File: src/design/me64_pkg.sv
// Shared types and constants for the 64-bit modular exponentiation block.
`timescale 1ns / 1ps
package me64_pkg;

   localparam int WORD_W = 64;
   localparam int CNT_W  = 6;

   typedef logic [WORD_W-1:0] word_type;
   typedef logic [CNT_W-1:0]  count_type;

   localparam count_type LAST_STEP = CNT_W'(WORD_W - 1);

   typedef struct packed {
      logic busy;
      logic done;
   } mm_status_type;

endpackage

File: src/design/me64_modmul.sv
// Bit-serial modular multiplier: one multiplier bit per cycle, MSB first.
`timescale 1ns / 1ps
module me64_modmul (
   input  logic                    clock,
   input  logic                    reset,
   input  logic                    start,
   input  me64_pkg::word_type      multiplier,
   input  me64_pkg::word_type      multiplicand,
   input  me64_pkg::word_type      modulus,
   output me64_pkg::word_type      product,
   output me64_pkg::mm_status_type status
);
   import me64_pkg::*;

   logic      busy_ff, busy_in;
   logic      done_ff, done_in;
   word_type  mplr_ff, mplr_in;
   word_type  mcand_ff, mcand_in;
   word_type  acc_ff, acc_in;
   count_type count_ff, count_in;

   logic [WORD_W+1:0] sum_w;
   logic [WORD_W+1:0] n_ext;
   logic [WORD_W+1:0] n2_ext;
   word_type          step_acc;

   // acc < n and mcand < n, so 2*acc + mcand < 3n: one of three candidates.
   always_comb begin
      sum_w  = {1'b0, acc_ff, 1'b0}
             + (mplr_ff[WORD_W-1] ? {2'b00, mcand_ff} : {(WORD_W+2){1'b0}});
      n_ext  = {2'b00, modulus};
      n2_ext = {1'b0, modulus, 1'b0};
      priority if (sum_w >= n2_ext) begin
         step_acc = WORD_W'(sum_w - n2_ext);
      end else if (sum_w >= n_ext) begin
         step_acc = WORD_W'(sum_w - n_ext);
      end else begin
         step_acc = WORD_W'(sum_w);
      end
   end

   always_comb begin
      busy_in  = busy_ff;
      done_in  = 1'b0;
      mplr_in  = mplr_ff;
      mcand_in = mcand_ff;
      acc_in   = acc_ff;
      count_in = count_ff;
      if (start) begin
         busy_in  = 1'b1;
         mplr_in  = multiplier;
         mcand_in = multiplicand;
         acc_in   = '0;
         count_in = '0;
      end else if (busy_ff) begin
         acc_in   = step_acc;
         mplr_in  = {mplr_ff[WORD_W-2:0], 1'b0};
         count_in = count_ff + count_type'(1);
         if (count_ff == LAST_STEP) begin
            busy_in = 1'b0;
            done_in = 1'b1;
         end
      end
   end

   always_ff @(posedge clock) begin
      if (reset) begin
         busy_ff  <= 1'b0;
         done_ff  <= 1'b0;
         count_ff <= '0;
      end else begin
         busy_ff  <= busy_in;
         done_ff  <= done_in;
         count_ff <= count_in;
      end
   end

   always_ff @(posedge clock) begin
      mplr_ff  <= mplr_in;
      mcand_ff <= mcand_in;
      acc_ff   <= acc_in;
   end

   assign product     = acc_ff;
   assign status.busy = busy_ff;
   assign status.done = done_ff;

endmodule

File: src/design/modular_exponentiation_64.sv
// Top level: 64-bit modular exponentiation by right-to-left square and multiply.
//
// Usage:
//   Request channel (req_valid / req_stall) carries base, exponent and modulus.
//   req_stall is high while an item is in work; one item is in work at a time.
//   Result channel (rsp_valid / rsp_stall) carries power_result and
//   modulus_error from an output register; a stalled result holds steady.
// Sequence:
//   A zero exponent or zero modulus goes straight to the output state.
//   Otherwise the base is first reduced modulo the modulus, then each exponent
//   bit up to the highest set bit takes one square-and-multiply pass: two
//   bit-serial multipliers run the square and the multiply side by side, one
//   multiplier bit per cycle.
//   Items do not overlap; the next item is taken once the block is idle again.
// Reset:
//   Synchronous, active high; returns to idle and drops any pending result.
// Stall:
//   A finished result waits in the working state until the output register
//   is free; a new item is taken as soon as the block returns to idle, even
//   while the previous result is still held.
`timescale 1ns / 1ps
module modular_exponentiation_64 (
   input  logic               clock,
   input  logic               reset,
   input  logic               req_valid,
   output logic               req_stall,
   input  me64_pkg::word_type req_base_value,
   input  me64_pkg::word_type req_exponent_value,
   input  me64_pkg::word_type req_modulus_value,
   output logic               rsp_valid,
   input  logic               rsp_stall,
   output me64_pkg::word_type rsp_power_result,
   output logic               rsp_modulus_error
);
   import me64_pkg::*;

   typedef enum logic [1:0] {
      ST_IDLE,
      ST_REDUCE,
      ST_SQMUL,
      ST_OUTPUT
   } state_type;

   state_type state_ff;
   logic      go_ff;
   logic      go_in;
   logic      rsp_valid_ff;
   word_type  rsp_power_result_ff;
   logic      rsp_modulus_error_ff;

   // Working registers: payload, no reset needed.
   word_type  e_ff;
   word_type  n_ff;
   word_type  b_ff;
   word_type  r_ff;
   logic      err_ff;

   word_type      mplr_a, mcand_a;
   word_type      prod_a, prod_b;
   mm_status_type stat_a, stat_b;
   word_type      e_next;
   logic          out_free;

   // Unit A reduces the base (base * 1 mod n), then forms r * b.
   // Unit B forms b * b.
   always_comb begin
      if (state_ff == ST_REDUCE) begin
         mplr_a  = b_ff;
         mcand_a = WORD_W'(1);
      end else begin
         mplr_a  = r_ff;
         mcand_a = b_ff;
      end
   end

   me64_modmul u_mul_a (
      .clock        (clock),
      .reset        (reset),
      .start        (go_ff),
      .multiplier   (mplr_a),
      .multiplicand (mcand_a),
      .modulus      (n_ff),
      .product      (prod_a),
      .status       (stat_a)
   );

   me64_modmul u_mul_b (
      .clock        (clock),
      .reset        (reset),
      .start        (go_ff),
      .multiplier   (b_ff),
      .multiplicand (b_ff),
      .modulus      (n_ff),
      .product      (prod_b),
      .status       (stat_b)
   );

   assign e_next   = {1'b0, e_ff[WORD_W-1:1]};
   assign out_free = !rsp_valid_ff || !rsp_stall;

   // Launch both units for the base reduction and again for each exponent bit.
   always_comb begin
      unique case (state_ff)
         ST_IDLE:   go_in = req_valid && (req_exponent_value != '0)
                            && (req_modulus_value != '0);
         ST_REDUCE: go_in = stat_a.done;
         ST_SQMUL:  go_in = stat_a.done && stat_b.done && (e_next != '0);
         default:   go_in = 1'b0;
      endcase
   end

   always_ff @(posedge clock) begin
      if (reset) begin
         state_ff     <= ST_IDLE;
         go_ff        <= 1'b0;
         rsp_valid_ff <= 1'b0;
      end else begin
         go_ff <= go_in;
         // load a new result, or drop the one just taken
         if (state_ff == ST_OUTPUT && out_free) begin
            rsp_valid_ff <= 1'b1;
         end else if (!rsp_stall) begin
            rsp_valid_ff <= 1'b0;
         end
         unique case (state_ff)
            ST_IDLE: begin
               if (req_valid) begin
                  e_ff <= req_exponent_value;
                  n_ff <= req_modulus_value;
                  b_ff <= req_base_value;
                  priority if (req_exponent_value == '0) begin
                     // zero exponent: 1, unreduced
                     r_ff     <= WORD_W'(1);
                     err_ff   <= 1'b0;
                     state_ff <= ST_OUTPUT;
                  end else if (req_modulus_value == '0) begin
                     r_ff     <= '0;
                     err_ff   <= 1'b1;
                     state_ff <= ST_OUTPUT;
                  end else begin
                     // start r at 1 mod n
                     r_ff     <= (req_modulus_value == WORD_W'(1)) ? '0 : WORD_W'(1);
                     err_ff   <= 1'b0;
                     state_ff <= ST_REDUCE;
                  end
               end
            end
            ST_REDUCE: begin
               if (stat_a.done) begin
                  b_ff     <= prod_a;
                  state_ff <= ST_SQMUL;
               end
            end
            ST_SQMUL: begin
               // both units finish together; consume one exponent bit
               if (stat_a.done && stat_b.done) begin
                  if (e_ff[0]) begin
                     r_ff <= prod_a;
                  end
                  b_ff <= prod_b;
                  e_ff <= e_next;
                  if (e_next == '0) begin
                     state_ff <= ST_OUTPUT;
                  end
               end
            end
            ST_OUTPUT: begin
               // hold until the output register can take the item
               if (out_free) begin
                  rsp_power_result_ff  <= r_ff;
                  rsp_modulus_error_ff <= err_ff;
                  state_ff             <= ST_IDLE;
               end
            end
            default: begin
               state_ff <= ST_IDLE;
            end
         endcase
      end
   end

   assign req_stall         = (state_ff != ST_IDLE);
   assign rsp_valid         = rsp_valid_ff;
   assign rsp_power_result  = rsp_power_result_ff;
   assign rsp_modulus_error = rsp_modulus_error_ff;

endmodule

File: config.mk
export PLATFORM = sky130hd
export DESIGN_NAME = modular_exponentiation_64
export DESIGN_NICKNAME = d
export VERILOG_FILES = /design/src/design/me64_pkg.sv /design/src/design/me64_modmul.sv /design/src/design/modular_exponentiation_64.sv
export SDC_FILE = /design/constraint.sdc
export NUM_CORES = 2
export LEC_CHECK = 0
export ABC_AREA = 1
export BUFFER_PORTS_ARGS = -buffer_cell sky130_fd_sc_hd__clkbuf_2
export CELL_PAD_IN_SITES_DETAIL_PLACEMENT = 2
export CELL_PAD_IN_SITES_GLOBAL_PLACEMENT = 2
export CORE_MARGIN = 2
export CORE_UTILIZATION = 36
export DETAILED_ROUTE_END_ITERATION = 8
export PLACE_DENSITY_LB_ADDON = 0.1
export SYNTH_ARGS = -nofsm -noshare
export SYNTH_HDL_FRONTEND = slang
export SYNTH_HIERARCHICAL = 1
export SYNTH_SLANG_ARGS = --single-unit
File: constraint.sdc
create_clock -name clock -period 8.24 [get_ports clock]
set_input_delay 0.824 -clock clock [delete_from_list [all_inputs] [get_ports clock]]
set_output_delay 0.824 -clock clock [all_outputs]
set_load 0.01 [all_outputs]
==> metrics <==
outcome finished, final reports clean; max-slew violation count 0; maxcap violations 0; die width 425 um; GR Overflow Total 0; initial antenna violation count 46; Pre-antenna DRT Iters 5; post-CTS setup buffer count 0; post_cts resized 0; Reg2Reg Depth 29; fill count 21,400; Net count, final 10,300; final period demand of the worst path 7630 ps; Syn Area/Cell 6.67 um^2; critical path capture point u_mul_b/product[52]; R2R Path Start u_mul_b/mplr_ff[63]; final WL 384 mm; Top Family by Delay on Critical Path simple AND/OR/NAND/NOR gates; row count 154; RSZ-0062 raised after global routing false; area of the multi-input gates 0.0367 mm^2; layout cells sized above 1 8.79%; GRT Util Overall 41.3%; Post-DP Area 0.0674 mm^2; vias in the first global route 73,400; TritonCTS clock tree built; Setup Viol. Count Final 0; arrival time worst endpoint 8310 ps; initial cell density of the core 36.2%; drt drc 0; first-pass GRT wire length 534 mm; hold buffer count at CTS 0; full die area 0.181 mm^2; synthesized area 0.0638 mm^2; Worst-Margin Slew 1330 ps; CTS root buffer clkbuf_16; GPL Wtd Cong 1.06; area occupied by registers 0.0203 mm^2; area delta synth->final 10.3%; H-tree lvl count 3; Yosys warnings 6; WP buf/inv 7; Rel. slew slack 11.0%; Vias/cell 5.73; drt wl/cell 31.6 um; TNS Setup 0 ps; Required @ worst endpoint 8920 ps; largest net degree at the start of global routing 121; Critical Path Start Type flop; CP Depth 29; fmax 0.131 GHz; Worst-path clk slew 60 ps; Min-Delay Path Class primary input to flop; crit path kind flop to flop; clk buf depth 3; Core Box Area 0.176 mm^2; cell count after synthesis 9,564; clk_skew 54.2 ps; most used cell, CP nand2_1; CP startpoint u_mul_b/mplr_ff[63]; Hold Fails Final Rpt 0; Worst Setup End Kind flop; critical path's largest stage delay 720 ps; Net Count, Synth 10,200; clock sink count 726; DP Wirelength 319 mm; Vias 69,700; critical-path cell with the highest stage delay xnor2_1; IO buf count 262; final period utilization 92.6%; Die Y 425 um; R2R setup slack 610 ps; initial DRC count 6,401; Final ANT Viol Nets 0; CTS buffer count 87; # IOs 263; Skew-Pair Late Insertion Delay 750 ps; maximum fanout along the worst path 63; design area 0.0704 mm^2; Crit Reg-Reg Endpoint u_mul_b/product[52]
worst min path at each step:
stage,startpoint,endpoint,slack [ps],cells after the start
after global routing,req_modulus_value[6],n_ff[6],280,1
after global placement,err_ff,rsp_modulus_error,430,0
after CTS,req_modulus_value[6],n_ff[6],260,1
after floorplan,err_ff,rsp_modulus_error,400,0
after detailed placement,err_ff,rsp_modulus_error,440,0
final,req_modulus_value[6],n_ff[6],290,1
area by class of cell:
cell class | count | share of cell area (%)
sequential | 726 | 28.9
antenna | 17 | 0.0604
inverter | 1516 | 8.09
clock buffer | 111 | 3.28
clock inverter | 48 | 0.921
tap | 2340 | 4.16
timing repair buffer | 308 | 2.48
multi-input combinational | 7100 | 52.1
cell usage in the layout (no fill, tap or decap), types with 43 or more instances in the layout:
master and n:
nand2_1 2848, nor2_1 1088, inv_1 1466, edfxtp_1 578, clkbuf_16 87, clkbuf_2 262
a21oi_2 96, o21bai_1 72, nand3_1 492, dfxtp_1 145, xor2_1 176, nand4_1 71
nand3_2 86, nand2_2 87, nor3_1 65, inv_2 43, a31oi_1 75, xnor2_1 69
nand3b_1 45, a21oi_1 717, nand2_4 49, o21ai_0 470, ha_1 385
per-stage QoR:
stage                     worst slack, ps  hold WS (ps)  instances  utilization [%]
final                                 612           294      12200             40.0
after global routing                  459           282      12200             40.0
after CTS                             911           256      12100             39.9
after detailed placement             1060           440      12000             38.3
after global placement               1330           431      12000             38.3
after floorplan                       682           400       9564                -
sequential cells by signal, indices dropped and copies added, names as in the netlist, 64 cells and up:
name              count
u_mul_b/product      64
u_mul_b/mplr_ff      64
u_mul_b/mcand_ff     64
u_mul_a/product      64
u_mul_a/mplr_ff      64
u_mul_a/mcand_ff     64
rsp_power_result     64
r_ff                 64
e_ff                 64
b_ff                 64
n_ff                 64
layer usage:
metal	GRT usage [%]	part of all wire, %	vias up
met2	67.8	46	2736
met5	0.794	0.096	-
met3	9.03	7.2	960
li1	-	-	31100
met4	29.6	8.4	28
met1	47.4	38	34800
Power is left out: the tool's default activity adds up to more than one toggle a clock period on the data nets, which glitch-free logic cannot reach.
